**src/hw/rtl/cspop_pkg.sv**
```systemverilog
// Shared types and character constants for the control stream pane output parser.
package cspop_pkg;

    typedef enum logic [2:0] {
        ST_GROUND    = 3'd0,
        ST_TOKEN     = 3'd1,
        ST_OUT_BEGIN = 3'd2,
        ST_OUTPUT    = 3'd3,
        ST_PANE      = 3'd4,
        ST_OUT_END   = 3'd5,
        ST_NOTIFY    = 3'd6,
        ST_ERROR     = 3'd7
    } t_state;

    localparam logic [15:0] CH_LF     = 16'h000A;
    localparam logic [15:0] CH_CR     = 16'h000D;
    localparam logic [15:0] CH_SPACE  = 16'h0020;
    localparam logic [15:0] CH_PCT    = 16'h0025;
    localparam logic [15:0] CH_BSLASH = 16'h005C;
    localparam logic [15:0] CH_ZERO   = 16'h0030;
    localparam logic [15:0] CH_NINE   = 16'h0039;

    localparam logic KIND_PANE   = 1'b0;
    localparam logic KIND_NOTIFY = 1'b1;

    localparam logic [2:0] CAND_ALL   = 3'b111;
    localparam logic [2:0] LEN_BEGIN  = 3'd5;
    localparam logic [2:0] LEN_END    = 3'd3;
    localparam logic [2:0] LEN_OUTPUT = 3'd6;
    localparam logic [2:0] LEN_MAX    = 3'd7;

    // One queue record: all results caused by one input character.
    typedef struct packed {
        logic        kind;
        logic [15:0] pane;
        logic [15:0] val0;
        logic [15:0] val1;
        logic        two;
    } t_rec;

    function automatic logic [15:0] kw_begin_char(input logic [2:0] pos);
        logic [15:0] ch;
        case (pos)
            3'd0:    ch = 16'h0062;
            3'd1:    ch = 16'h0065;
            3'd2:    ch = 16'h0067;
            3'd3:    ch = 16'h0069;
            3'd4:    ch = 16'h006E;
            default: ch = 16'h0000;
        endcase
        return ch;
    endfunction

    function automatic logic [15:0] kw_end_char(input logic [2:0] pos);
        logic [15:0] ch;
        case (pos)
            3'd0:    ch = 16'h0065;
            3'd1:    ch = 16'h006E;
            3'd2:    ch = 16'h0064;
            default: ch = 16'h0000;
        endcase
        return ch;
    endfunction

    function automatic logic [15:0] kw_output_char(input logic [2:0] pos);
        logic [15:0] ch;
        case (pos)
            3'd0:    ch = 16'h006F;
            3'd1:    ch = 16'h0075;
            3'd2:    ch = 16'h0074;
            3'd3:    ch = 16'h0070;
            3'd4:    ch = 16'h0075;
            3'd5:    ch = 16'h0074;
            default: ch = 16'h0000;
        endcase
        return ch;
    endfunction

endpackage

```
**src/hw/rtl/cspop_front.sv**
```systemverilog
// Front end: accepts characters, runs the parse state machine and builds result records.
module cspop_front #(
    parameter int PANE_BITS = 16,
    parameter int CHAR_BITS = 16
) (
    input  logic            i_clk,
    input  logic            i_rst_n,
    input  logic            i_valid,
    output logic            o_ready,
    input  logic [15:0]     i_character,
    input  logic            i_space,
    output logic            o_push,
    output cspop_pkg::t_rec o_rec
);
    import cspop_pkg::*;

    localparam int PW = (PANE_BITS > 16) ? PANE_BITS : 16;
    localparam int CW = (CHAR_BITS > 16) ? CHAR_BITS : 16;

    t_state                 r_state, n_state;
    logic [2:0]             r_kw_len, n_kw_len;
    logic [2:0]             r_cand, n_cand;
    logic [PANE_BITS-1:0]   r_pane, n_pane;
    logic                   r_done, n_done;
    logic                   r_esc_act, n_esc_act;
    logic [CHAR_BITS-1:0]   r_esc_val, n_esc_val;

    logic                   accept;
    logic [15:0]            c;
    logic [15:0]            c_off;
    logic [3:0]             digit;
    logic                   is_digit;
    logic [PANE_BITS+3:0]   pane_prod;
    logic [PANE_BITS-1:0]   pane_sat;
    logic [CHAR_BITS+3:0]   esc_prod;
    logic [CHAR_BITS-1:0]   esc_sat;
    logic [PW-1:0]          pane_ext;
    logic [CW-1:0]          esc_ext;
    logic                   m_begin, m_end, m_output;
    logic                   tok_begin, tok_end, tok_output;
    logic [2:0]             kw_len_inc;

    assign accept   = i_valid && i_space;
    assign o_ready  = i_space;
    assign c        = i_character;
    assign c_off    = c - CH_ZERO;
    assign digit    = c_off[3:0];
    assign is_digit = (c >= CH_ZERO) && (c <= CH_NINE);

    assign pane_prod = ({4'b0000, r_pane} << 3) + ({4'b0000, r_pane} << 1)
                     + {{PANE_BITS{1'b0}}, digit};
    assign pane_sat  = (|pane_prod[PANE_BITS+3:PANE_BITS]) ? {PANE_BITS{1'b1}}
                                                           : pane_prod[PANE_BITS-1:0];
    assign esc_prod  = ({4'b0000, r_esc_val} << 3) + {{CHAR_BITS{1'b0}}, digit};
    assign esc_sat   = (|esc_prod[CHAR_BITS+3:CHAR_BITS]) ? {CHAR_BITS{1'b1}}
                                                          : esc_prod[CHAR_BITS-1:0];
    assign pane_ext  = PW'(r_pane);
    assign esc_ext   = CW'(r_esc_val);

    assign m_begin    = r_cand[0] && (r_kw_len < LEN_BEGIN) && (c == kw_begin_char(r_kw_len));
    assign m_end      = r_cand[1] && (r_kw_len < LEN_END) && (c == kw_end_char(r_kw_len));
    assign m_output   = r_cand[2] && (r_kw_len < LEN_OUTPUT)
                     && (c == kw_output_char(r_kw_len));
    assign tok_begin  = r_cand[0] && (r_kw_len == LEN_BEGIN);
    assign tok_end    = r_cand[1] && (r_kw_len == LEN_END);
    assign tok_output = r_cand[2] && (r_kw_len == LEN_OUTPUT);
    assign kw_len_inc = (r_kw_len == LEN_MAX) ? r_kw_len : r_kw_len + 3'd1;

    always_comb begin
        n_state = r_state;
        if (accept) begin
            unique case (r_state)
                ST_GROUND: begin
                    if (c == CH_PCT) n_state = ST_TOKEN;
                end
                ST_TOKEN: begin
                    if (c == CH_SPACE) begin
                        if (tok_begin)       n_state = ST_OUT_BEGIN;
                        else if (tok_end)    n_state = ST_OUT_END;
                        else if (tok_output) n_state = ST_PANE;
                        else                 n_state = ST_NOTIFY;
                    end else if (c == CH_LF) begin
                        n_state = ST_GROUND;
                    end else if (c == CH_PCT) begin
                        n_state = ST_ERROR;
                    end
                end
                ST_OUT_BEGIN: begin
                    if (c == CH_LF) n_state = ST_OUTPUT;
                end
                ST_OUTPUT: begin
                    if (c == CH_PCT)     n_state = ST_TOKEN;
                    else if (c == CH_LF) n_state = ST_GROUND;
                end
                ST_PANE: begin
                    if (c != CH_PCT && !is_digit && !(!r_done && c == CH_SPACE)
                        && c != CH_BSLASH && c == CH_CR) n_state = ST_GROUND;
                end
                ST_OUT_END, ST_NOTIFY: begin
                    if (c == CH_LF) n_state = ST_GROUND;
                end
                ST_ERROR: n_state = ST_ERROR;
                default:  n_state = ST_ERROR;
            endcase
        end
    end

    always_comb begin
        n_kw_len   = r_kw_len;
        n_cand     = r_cand;
        n_pane     = r_pane;
        n_done     = r_done;
        n_esc_act  = r_esc_act;
        n_esc_val  = r_esc_val;
        o_push     = 1'b0;
        o_rec.kind = KIND_PANE;
        o_rec.pane = pane_ext[15:0];
        o_rec.val0 = c;
        o_rec.val1 = c;
        o_rec.two  = 1'b0;
        if (accept) begin
            unique case (r_state)
                ST_GROUND: begin
                    if (c == CH_PCT) begin
                        n_kw_len = '0;
                        n_cand   = CAND_ALL;
                    end
                end
                ST_TOKEN: begin
                    if (c == CH_SPACE) begin
                        if (!tok_begin && !tok_end && tok_output) begin
                            n_pane = '0;
                            n_done = 1'b0;
                        end
                    end else if (c == CH_LF) begin
                        n_kw_len = '0;
                        n_cand   = CAND_ALL;
                        n_pane   = '0;
                        n_done   = 1'b0;
                    end else if (c != CH_PCT) begin
                        n_cand   = {m_output, m_end, m_begin};
                        n_kw_len = kw_len_inc;
                    end
                end
                ST_OUTPUT: begin
                    if (c == CH_PCT) begin
                        n_kw_len = '0;
                        n_cand   = CAND_ALL;
                    end else if (c == CH_LF) begin
                        n_kw_len = '0;
                        n_cand   = CAND_ALL;
                        n_pane   = '0;
                        n_done   = 1'b0;
                    end
                end
                ST_PANE: begin
                    if (c == CH_PCT) begin
                        n_done = r_done;
                    end else if (is_digit) begin
                        if (!r_done) begin
                            n_pane = pane_sat;
                        end else if (r_esc_act) begin
                            n_esc_val = esc_sat;
                        end else begin
                            o_push = 1'b1;
                        end
                    end else if (!r_done && c == CH_SPACE) begin
                        n_done = 1'b1;
                    end else if (c == CH_BSLASH) begin
                        n_esc_val = '0;
                        n_esc_act = 1'b1;
                    end else begin
                        // pending escape value goes out ahead of the character
                        if (r_esc_act) begin
                            n_esc_act  = 1'b0;
                            o_push     = 1'b1;
                            o_rec.val0 = esc_ext[15:0];
                            o_rec.two  = (c != CH_CR);
                        end else if (c != CH_CR) begin
                            o_push = 1'b1;
                        end
                        if (c == CH_CR) begin
                            n_kw_len = '0;
                            n_cand   = CAND_ALL;
                            n_pane   = '0;
                            n_done   = 1'b0;
                        end
                    end
                end
                ST_OUT_END: begin
                    if (c == CH_LF) begin
                        n_kw_len = '0;
                        n_cand   = CAND_ALL;
                        n_pane   = '0;
                        n_done   = 1'b0;
                    end
                end
                ST_NOTIFY: begin
                    if (c == CH_LF) begin
                        o_push     = 1'b1;
                        o_rec.kind = KIND_NOTIFY;
                        o_rec.pane = '0;
                        o_rec.val0 = '0;
                        n_kw_len   = '0;
                        n_cand     = CAND_ALL;
                        n_pane     = '0;
                        n_done     = 1'b0;
                    end
                end
                default: begin
                    n_done = r_done;
                end
            endcase
        end
    end

    always_ff @(posedge i_clk) begin
        if (!i_rst_n) begin
            r_state   <= ST_GROUND;
            r_kw_len  <= '0;
            r_cand    <= CAND_ALL;
            r_pane    <= '0;
            r_done    <= 1'b0;
            r_esc_act <= 1'b0;
            r_esc_val <= '0;
        end else begin
            r_state   <= n_state;
            r_kw_len  <= n_kw_len;
            r_cand    <= n_cand;
            r_pane    <= n_pane;
            r_done    <= n_done;
            r_esc_act <= n_esc_act;
            r_esc_val <= n_esc_val;
        end
    end

    a_error_sticky: assert property (@(posedge i_clk) disable iff (!i_rst_n)
        r_state == ST_ERROR |=> r_state == ST_ERROR)
        else $error("error state left");
    a_no_push_unaccepted: assert property (@(posedge i_clk) disable iff (!i_rst_n)
        o_push |-> accept)
        else $error("record pushed without a transfer");
    a_notify_single: assert property (@(posedge i_clk) disable iff (!i_rst_n)
        o_push && o_rec.kind == KIND_NOTIFY |-> !o_rec.two && r_state == ST_NOTIFY)
        else $error("bad notification record");

endmodule

```
**src/hw/rtl/cspop_queue.sv**
```systemverilog
// Record queue between the parser front end and the output back end.
module cspop_queue #(
    parameter int DEPTH = 4
) (
    input  logic            i_clk,
    input  logic            i_rst_n,
    input  logic            i_push,
    input  cspop_pkg::t_rec i_rec,
    output logic            o_full,
    input  logic            i_pop,
    output logic            o_empty,
    output cspop_pkg::t_rec o_rec
);
    import cspop_pkg::*;

    localparam int AW = (DEPTH > 1) ? $clog2(DEPTH) : 1;
    localparam int CW = $clog2(DEPTH + 1);

    t_rec          r_mem [DEPTH];
    logic [AW-1:0] r_wr_ptr, r_rd_ptr;
    logic [CW-1:0] r_count, n_count;

    assign o_full  = (r_count == CW'(DEPTH));
    assign o_empty = (r_count == '0);
    assign o_rec   = r_mem[r_rd_ptr];

    always_comb begin
        n_count = r_count;
        if (i_push && !i_pop)      n_count = r_count + CW'(1);
        else if (!i_push && i_pop) n_count = r_count - CW'(1);
    end

    always_ff @(posedge i_clk) begin
        if (i_push) r_mem[r_wr_ptr] <= i_rec;
    end

    always_ff @(posedge i_clk) begin
        if (!i_rst_n) begin
            r_wr_ptr <= '0;
            r_rd_ptr <= '0;
            r_count  <= '0;
        end else begin
            r_count <= n_count;
            if (i_push) r_wr_ptr <= (r_wr_ptr == AW'(DEPTH - 1)) ? '0 : r_wr_ptr + AW'(1);
            if (i_pop)  r_rd_ptr <= (r_rd_ptr == AW'(DEPTH - 1)) ? '0 : r_rd_ptr + AW'(1);
        end
    end

    a_no_overflow: assert property (@(posedge i_clk) disable iff (!i_rst_n)
        i_push |-> !o_full)
        else $error("push into full queue");
    a_no_underflow: assert property (@(posedge i_clk) disable iff (!i_rst_n)
        i_pop |-> !o_empty)
        else $error("pop from empty queue");
    a_count_bound: assert property (@(posedge i_clk) disable iff (!i_rst_n)
        r_count <= CW'(DEPTH))
        else $error("queue count out of range");

endmodule

```
**src/hw/rtl/cspop_back.sv**
```systemverilog
// Back end: output register that walks through the one or two results of each record.
module cspop_back (
    input  logic            i_clk,
    input  logic            i_rst_n,
    input  logic            i_empty,
    input  cspop_pkg::t_rec i_rec,
    output logic            o_pop,
    output logic            o_valid,
    input  logic            i_ready,
    output logic            o_kind,
    output logic [15:0]     o_pane_number,
    output logic [15:0]     o_char_value,
    output logic            o_last
);
    import cspop_pkg::*;

    t_rec r_rec;
    logic r_valid;
    logic r_phase;
    logic done_cur;

    assign o_last        = !r_rec.two || r_phase;
    assign done_cur      = r_valid && i_ready && o_last;
    assign o_pop         = !i_empty && (!r_valid || done_cur);
    assign o_valid       = r_valid;
    assign o_kind        = r_rec.kind;
    assign o_pane_number = r_rec.pane;
    assign o_char_value  = r_phase ? r_rec.val1 : r_rec.val0;

    always_ff @(posedge i_clk) begin
        if (o_pop) r_rec <= i_rec;
    end

    always_ff @(posedge i_clk) begin
        if (!i_rst_n) begin
            r_valid <= 1'b0;
            r_phase <= 1'b0;
        end else if (o_pop) begin
            r_valid <= 1'b1;
            r_phase <= 1'b0;
        end else if (done_cur) begin
            r_valid <= 1'b0;
            r_phase <= 1'b0;
        end else if (r_valid && i_ready) begin
            r_phase <= 1'b1;
        end
    end

    a_phase_two: assert property (@(posedge i_clk) disable iff (!i_rst_n)
        r_phase |-> r_valid && r_rec.two)
        else $error("second result without a two-result record");
    a_second_follows: assert property (@(posedge i_clk) disable iff (!i_rst_n)
        r_valid && i_ready && !o_last |=> r_valid && r_phase)
        else $error("second result lost");
    a_pop_on_free: assert property (@(posedge i_clk) disable iff (!i_rst_n)
        o_pop |-> !r_valid || done_cur)
        else $error("record loaded over a pending result");

endmodule

```
**src/hw/rtl/control_stream_pane_output_parser.sv**
```systemverilog
// Top level of the control stream pane output parser: front end, record queue, back end.
//
//  channel | direction | handshake                 | payload
//  input   | in        | i_in_valid / o_in_ready   | i_character
//  output  | out       | o_out_valid / i_out_ready | o_kind, o_pane_number, o_char_value, o_last
//
// One character per cycle is taken while the record queue (QUEUE_DEPTH records) has room.
// A character's first result is written to a queue entry and then loaded into the output register.
// The output register gives one result per cycle while i_out_ready is high, so a character
// with two results holds the output for both in turn; that port sets the sustained result rate.
// Reset clears parser state, queue pointers and the output valid flag; no clearing pass.
// A stalled output fills the queue, after which o_in_ready drops.
module control_stream_pane_output_parser #(
    parameter int PANE_BITS   = 16,
    parameter int CHAR_BITS   = 16,
    parameter int QUEUE_DEPTH = 4
) (
    input  logic        i_clk,
    input  logic        i_rst_n,
    input  logic        i_in_valid,
    output logic        o_in_ready,
    input  logic [15:0] i_character,
    output logic        o_out_valid,
    input  logic        i_out_ready,
    output logic        o_kind,
    output logic [15:0] o_pane_number,
    output logic [15:0] o_char_value,
    output logic        o_last
);
    import cspop_pkg::*;

    logic push;
    logic full;
    logic pop;
    logic empty;
    t_rec front_rec;
    t_rec head_rec;

    cspop_front #(
        .PANE_BITS (PANE_BITS),
        .CHAR_BITS (CHAR_BITS)
    ) u_front (
        .i_clk       (i_clk),
        .i_rst_n     (i_rst_n),
        .i_valid     (i_in_valid),
        .o_ready     (o_in_ready),
        .i_character (i_character),
        .i_space     (!full),
        .o_push      (push),
        .o_rec       (front_rec)
    );

    cspop_queue #(
        .DEPTH (QUEUE_DEPTH)
    ) u_queue (
        .i_clk   (i_clk),
        .i_rst_n (i_rst_n),
        .i_push  (push),
        .i_rec   (front_rec),
        .o_full  (full),
        .i_pop   (pop),
        .o_empty (empty),
        .o_rec   (head_rec)
    );

    cspop_back u_back (
        .i_clk         (i_clk),
        .i_rst_n       (i_rst_n),
        .i_empty       (empty),
        .i_rec         (head_rec),
        .o_pop         (pop),
        .o_valid       (o_out_valid),
        .i_ready       (i_out_ready),
        .o_kind        (o_kind),
        .o_pane_number (o_pane_number),
        .o_char_value  (o_char_value),
        .o_last        (o_last)
    );

endmodule

```
**config.mk**
```make
export PLATFORM = sky130hd
export DESIGN_NAME = control_stream_pane_output_parser
export DESIGN_NICKNAME = d
export VERILOG_FILES = /design/src/hw/rtl/cspop_pkg.sv /design/src/hw/rtl/cspop_front.sv /design/src/hw/rtl/cspop_queue.sv /design/src/hw/rtl/cspop_back.sv /design/src/hw/rtl/control_stream_pane_output_parser.sv
export SDC_FILE = /design/constraint.sdc
export NUM_CORES = 1
export LEC_CHECK = 0
export BUFFER_PORTS_ARGS = -buffer_cell sky130_fd_sc_hd__clkbuf_2
export CELL_PAD_IN_SITES_DETAIL_PLACEMENT = 1
export CELL_PAD_IN_SITES_GLOBAL_PLACEMENT = 1
export CORE_UTILIZATION = 35
export CTS_CLUSTER_SIZE = 28
export DETAILED_ROUTE_END_ITERATION = 10
export GPL_TIMING_DRIVEN = 0
export PLACE_DENSITY_LB_ADDON = 0.25
export SLEW_MARGIN = 40
export SYNTH_ARGS = -nofsm -noshare
export SYNTH_HDL_FRONTEND = slang
export SYNTH_HIERARCHICAL = 1
export SYNTH_SLANG_ARGS = --single-unit
```
**constraint.sdc**
```tcl
create_clock -name i_clk -period 5.5 [get_ports i_clk]
set_clock_uncertainty 0.15 [all_clocks]
set_input_delay 1.65 -clock i_clk [delete_from_list [all_inputs] [get_ports i_clk]]
set_output_delay 1.65 -clock i_clk [all_outputs]
set_load 0.01 [all_outputs]
```
==> results by group, run 1 <==
Status
  • Outcome: completed

Place
  • Post-Place Setup Slack: -0.7024 ns
  • DP Wirelength: 21.87 mm
  • PortBufs: 52
  • RePlAce Congestion: 0.7736

Setup path
  • Critical-path cell list: clkbuf_2 > nor4_4 > buf_4 > nand4b_2 > buf_6 > nor4_2 > buf_4 > and3_1 > buf_2 > buf_4 > a21o_2 > ha_1 > inv_1 > fa_1 > xor2_1 > or3_1 > a21boi_0
  • Crit path arrival time: 5.53 ns
  • Slowest-stage cell, CP: fa_1
  • Req. time, crit path: 5.80 ns
  • R2R Path Start: u_front/pane_ext[2]
  • Crit path from: i_character[8]
  • Critical Path Fanout Max: 13
  • Kind of critical path: in -> reg
  • Setup crit start kind: primary input
  • Max incr delay on CP: 0.43 ns
  • CP Capture Type: flip-flop
  • Most used cell, CP: buf_4

Drt
  • First DRT Iteration DRCs: 402
  • # DRC: 0
  • Drt first pass iters: 5
  • Post-DRT Antenna Nets: 0
  • Drt via density: 5.208
  • Routed wire length per instance: 20.28 um
  • Vias: 8203
  • DRT Wirelength: 31.95 mm

Floorplan
  • Die area: 40500 um^2
  • Ports: 56
  • Die width: 201.3 um
  • Starting density of the core: 35.71%
  • Core ar.: 38920 um^2
  • Die Y: 201.3 um
  • Row count: 72

Power and ir drop
  • Worst ir drop on vdd: 0.0001763 V
  • Clock network power share: 36.9%
  • Logic pwr share: 17.7%
  • Switching Power: 1.578 mW
  • P_leak: 5.592 nW
  • PD cells: 386.8 nW/um^2
  • Part of the power in registers: 45.4%
  • Switching share of total power: 25.30%
  • Int Power: 4.658 mW

Cells and area
  • Area Overhead vs Synth: 16.01%
  • Multi-input gate area: 4676 um^2
  • FF/Latch Area: 8588 um^2
  • Share of cells above drive strength 1: 25.07%
  • Fillcell total: 3977
  • # diodes: 0
  • Fin nets: 1097

Worst hold path
  • Hold wc startpoint: u_front/esc_ext[0]
  • Min-Delay Path Class: reg -> reg

Clock tree
  • CTS Root Cell: clkbuf_16
  • Worst-Skew Late Latency: 0.53 ns
  • CTS tree: done
  • CTS sink cnt: 304
  • Max clock buf depth: 3
  • Clock slew at reported path FFs: 0.06 ns
  • H-tree depth: 2
  • CTS Buf Count: 36
  • Cts-stage hold buffer count: 0

Synth
  • Post-synth top flop: edfxtp_1
  • Synth top cells by count: 250 x edfxtp_1, 54 x dfxtp_1, 50 x mux4_2
  • Yosys top cell by area: edfxtp_1
  • Post-synthesis cell count: 931
  • Yosys reg bits: 304
  • Top cells by area, synth: edfxtp_1 54%, mux4_2 8.1%, dfxtp_1 7.8%
  • Register area share after synthesis: 61.80%
  • Mapped Nets: 999
  • Post-synth EDFFs: 250
  • Async SR Flop Fraction: 0%
  • Yosys warnings: 6
  • Dominant cell by count in the synthesized netlist: edfxtp_1
  • Post-synth cell types: 80
  • Post-synthesis average cell area: 14.93 um^2
  • Yosys top cell area share: 54.02%
  • Netlist area before placement: 13900 um^2

Timing
  • Slew headroom: 45.35%
  • Hold slack: 0.3819 ns
  • Final setup margin: 0.2712 ns
  • FMAX: 0.1912 GHz
  • # setup viols final: 0
  • Period utilization: 95.07%
  • Max Transition Viols Final: 0
  • Worst Max-Slew Pin Slew: 0.8129 ns
  • Final hold violation count: 0
  • Crit path time final: 5.229 ns

Global route
  • Antenna violations before repair: 0
  • Vias in the first global route: 8672
  • Largest net degree at the start of global routing: 34
  • All-Layer GR Usage: 16.10%
  • GRT Residual Overflow: 0
  • First-pass GRT wire length: 50.56 mm

Job
  • Max cap viols: 0
==> cells by family after synthesis <==
| kind of cell | count (synthesis) | synth area share, % |
|---|---|---|
| flip-flops | 304 | 61.80 |
| AO/OA/AOI/OAI | 168 | 8.950 |
| buffers and inverters | 102 | 4.745 |
| multiplexers | 75 | 10.06 |
| adder cells (fa/ha/maj) | 49 | 4.565 |
| AND/OR/NAND/NOR | 207 | 8.239 |
| XOR/XNOR | 26 | 1.639 |
==> layout by cell type, fill, tap and decap left out, drive strengths merged, types with 8 or more instances in the layout <==
| cell | count |
|---|---|
| edfxtp | 250 |
| clkbuf | 119 |
| buf | 72 |
| dfxtp | 54 |
| mux4 | 50 |
| nand2 | 50 |
| ha | 45 |
| a22o | 32 |
| nor2 | 29 |
| nor2b | 28 |
| a21oi | 27 |
| o21ai | 25 |
| inv | 23 |
| nand3 | 22 |
| mux2 | 17 |
| xnor2 | 13 |
| xor2 | 13 |
| nand2b | 13 |
| a22oi | 12 |
| nor3 | 12 |
| clkinv | 12 |
| and3 | 8 |
| mux2i | 8 |
| nor4 | 8 |
==> critical path, delay by kind of cell <==
family          cells  cell delay, ns
xor+xnor            1            0.16
compound gates      2            0.41
simple gates        5            1.28
buf+inv             7            1.37
fa+ha+maj           2            0.64
==> path summary, 6_finish.rpt <==
path / end / slack [ns] / cells after the start
max reg2reg: u_front/pane_ext[12] / 1.68 / 10
max: u_queue/r_count[2] / 0.27 / 17
min: u_front/esc_ext[0] / 0.38 / 1
min reg2reg: u_front/esc_ext[0] / 0.38 / 1
==> metal layers <==
layer  wire [um]  GRT usage [%]
met2       14880          25.27
met1       15220          22.88
met4         532          4.329
met5           0              0
met3        1316          2.996
==> sequential cells by signal, summed over array words and instances (netlist names), 2 cells and up, named ones only <==
signal,count
u_back/r_rec,33
u_front/r_state,3
u_back/o_pane_number,16
u_queue/r_rd_ptr,2
u_queue/r_wr_ptr,2
u_front/r_kw_len,3
u_front/pane_ext,16
u_front/r_cand,3
u_queue/r_count,3
u_front/esc_ext,16
u_queue/r_mem,200
==> area by class of cell <==
type,instances,area share [%]
inverters,20,0.4657
repair buffers,60,2.437
clock buffers,49,6.077
well taps,518,4.020
multi-input cells,525,29.00
plain buffers,82,3.656
flip-flops and latches,304,53.28
clock inverters,17,1.063
==> through the flow <==
step / setup TNS [ns] / instances / util [%] / cell area, um^2 / power [mW]
6_report: 0 / 1575 / 41.42 / 16120 / 6.235
5_1_grt: -0.01477 / 1575 / 41.42 / 16120 / 6.506
4_1_cts: 0 / 1574 / 41.40 / 16110 / 6.350
3_5_place_dp: -49.05 / 1508 / 38.42 / 14950 / 4.012
3_3_place_gp: -374.98 / 1501 / 38.05 / 14810 / 3.951
2_1_floorplan: 0 / 931 / - / 13900 / 3.604
==> power by group through the flow <==
stage	clock network (mW)	registers (mW)	logic (mW)
3_5_place_dp	0	2.88	1.13
6_report	2.30	2.83	1.10
2_1_floorplan	0	2.87	0.739
3_3_place_gp	0	2.89	1.06
4_1_cts	2.38	2.83	1.14
5_1_grt	2.46	2.85	1.19
==> what timing repair did <==
item | in CTS | in global routing
endpoints found under the setup margin | 1 | 1
buffers inserted | 0 | 1
gates resized for setup | 3 | 2
pin swaps | 0 | 1
Power figures use the tool's default switching activity.
==> run 2, diff against run 1 <==
Settings changed: CELL_PAD_IN_SITES_DETAIL_PLACEMENT 1 to 0.
==> run 2 against run 1 <==
Compared with the run above:
- die area is the same
- flip-flop and latch count did not move
- critical path type unchanged
- sequential share of layout area is 0.28 points higher
- power fell by 2.1%
- global-route usage decreased by 0.93 points
==> results by group, run 2 (synthesis gave the netlist of run 1 again) <==
Status
  • Outcome: completed

Global route
  • GRT Residual Overflow: 0 (unchanged)
  • Vias in the first global route: 8159 (-5.9%)
  • Largest net degree at the start of global routing: 34 (unchanged)
  • First-pass GRT wire length: 47.66 mm (-5.7%)
  • Antenna violations before repair: 0 (unchanged)
  • All-Layer GR Usage: 15.17% (-0.93 points)

Cells and area
  • Number of flip-flops in the largest register: 200 (unchanged)
  • # diodes: 0 (unchanged)
  • Fin util: 41.21% (-0.22 points)
  • Fin nets: 1095 (-0.18%)
  • Most common cell after layout, fill and taps aside: edfxtp_1
  • Commonest non-fill, non-tap cells in the layout: 250 x edfxtp_1, 54 x dfxtp_1, 52 x clkbuf_2
  • Register with the most flip-flops: u_queue/r_mem
  • Share of cells above drive strength 1: 24.83% (-0.24 points)
  • Top flop regs: u_queue/r_mem (200), u_back/r_rec (33)
  • FF/Latch Area: 8588 um^2 (unchanged)
  • Multi-input gate area: 4676 um^2 (unchanged)
  • Area Overhead vs Synth: 15.41%
  • Fillcell total: 3597 (-9.6%)

Setup path
  • CP Capture Type: flip-flop
  • Critical Path Fanout Max: 13 (unchanged)
  • Max incr delay on CP: 0.43 ns (about the same)
  • Slowest-stage cell, CP: fa_1
  • Kind of critical path: in -> reg
  • Req. time, crit path: 5.78 ns (-0.02 ns)
  • Worst R2R Setup Slack: 1.68 ns (about the same)
  • Setup crit start kind: primary input
  • Critical-path cell list: clkbuf_2 > nor4_4 > buf_4 > nand4b_2 > buf_6 > nor4_2 > buf_4 > and3_1 > buf_2 > buf_4 > a21o_2 > ha_1 > inv_1 > fa_1 > xor2_1 > or3_1 > a21boi_0
  • Most used cell, CP: buf_4
  • Crit path arrival time: 5.49 ns (-0.04 ns)

Power and ir drop
  • Worst ir drop on vdd: 0.0002014 V (+14%)
  • Overall Power: 6.107 mW (-2.1%)
  • P_leak: 5.551 nW (-0.73%)
  • PD cells: 380.8 nW/um^2 (-1.5%)

Worst hold path
  • Min-Delay Path Class: reg -> reg

Floorplan
  • Core ar.: 38920 um^2 (unchanged)
  • Die area: 40500 um^2 (unchanged)
  • Die width: 201.3 um (unchanged)
  • Row count: 72 (unchanged)
  • Starting density of the core: 35.71% (unchanged)
  • Die Y: 201.3 um (unchanged)
  • Ports: 56 (unchanged)

Clock tree
  • CTS Root Cell: clkbuf_16
  • Clock slew at reported path FFs: 0.06 ns (about the same)
  • Worst-Skew Late Latency: 0.51 ns (-0.02 ns)
  • H-tree depth: 2 (unchanged)
  • CTS sink cnt: 304 (unchanged)
  • CTS Buf Count: 34 (-5.6%)
  • CTS tree: done
  • Max clock buf depth: 3 (unchanged)

Place
  • DP Wirelength: 20.51 mm (-6.2%)
  • RePlAce Congestion: 0.7736 (unchanged)
  • PortBufs: 52 (unchanged)
  • Post-Place Setup Slack: -0.6248 ns (+0.07761 ns)

Drt
  • First DRT Iteration DRCs: 467 (+16%)
  • Drt first pass iters: 5 (unchanged)
  • Post-DRT Antenna Nets: 0 (unchanged)
  • Vias: 7986 (-2.6%)
  • Routed wire length per instance: 19.34 um (-4.6%)
  • DRT Wirelength: 30.35 mm (-5.0%)
  • Drt via density: 5.090 (-2.3%)
  • # DRC: 0 (unchanged)

Timing
  • Worst Max-Slew Pin Slew: 0.7337 ns (-0.07916 ns)
  • RSZ-0062 raised after global routing: no
  • Final setup margin: 0.2842 ns (+0.01294 ns)
  • Slew headroom: 50.67% (+5.3 points)
  • # setup viols final: 0 (unchanged)
  • Setup_tns: 0 ns (unchanged)
  • Max Transition Viols Final: 0 (unchanged)
  • Period utilization: 94.83% (-0.24 points)
  • Crit path time final: 5.216 ns (-0.01294 ns)
  • FMAX: 0.1917 GHz (+0.25%)
  • Hold slack: 0.3632 ns (-0.01873 ns)
  • Final hold violation count: 0 (unchanged)

Job
  • Max cap viols: 0 (unchanged)
-- run 2: changes by cell type in the layout (fill, tap and decap cells not counted), sizes merged --
cell,change
bufinv,-1
clkbuf,-1
inv,-2
clkinv,-2
-- run 2: power breakdown --
| part | leakage, nW | internal [mW] | switching (mW) |
|---|---|---|---|
| registers | 2.55 | 2.76 | 0.0660 |
| logic | 2.47 | 0.533 | 0.565 |
| clock network | 0.528 | 1.29 | 0.897 |
| total | 5.55 | 4.58 | 1.53 |
-- run 2: worst max-delay path: cells and delay by family --
| kind | cells | cell delay (ns) |
|---|---|---|
| buffers and inverters | 7 | 1.36 |
| AND/OR/NAND/NOR | 5 | 1.24 |
| adder cells (fa/ha/maj) | 2 | 0.66 |
| AO/OA/AOI/OAI | 2 | 0.40 |
| XOR/XNOR | 1 | 0.16 |
-- run 2: area by class of cell --
class | instances | share of cell area (%)
sequential | 304 | 53.55
timing repair buffer | 60 | 2.450
multi-input combinational | 525 | 29.16
buffer | 82 | 3.675
inverter | 20 | 0.4681
tap | 518 | 4.042
clock inverter | 12 | 0.5774
clock buffer | 48 | 6.078
-- run 2: path summary, 6_finish.rpt --
kind,start,end,depth (start not counted)
min reg2reg,u_queue/r_count[2],u_queue/r_count[2],2
min,u_queue/r_count[2],u_queue/r_count[2],2
max reg2reg,u_front/pane_ext[2],u_front/pane_ext[1],10
max,i_character[8],u_queue/r_count[2],17
-- run 2: metal layers --
layer / part of all wire (%) / track usage [%]
met5: 0 / 0
met4: 1.4 / 3.436
met3: 4.3 / 2.559
met2: 45 / 23.63
met1: 49 / 22.13
-- run 2: what timing repair did --
item	4_1_cts	5_1_grt
pin swaps	0	1
endpoints found under the setup margin	1	1
hold buffers	0	0
gates resized for setup	2	3
buffers inserted	0	1
endpoints found under the hold margin	0	0
-- run 2: stage by stage --
step | cell area (um^2) | std cells
2_1_floorplan | 13900 | 931
3_3_place_gp | 14810 | 1501
3_5_place_dp | 14950 | 1508
4_1_cts | 16030 | 1568
5_1_grt | 16040 | 1569
6_report | 16040 | 1569
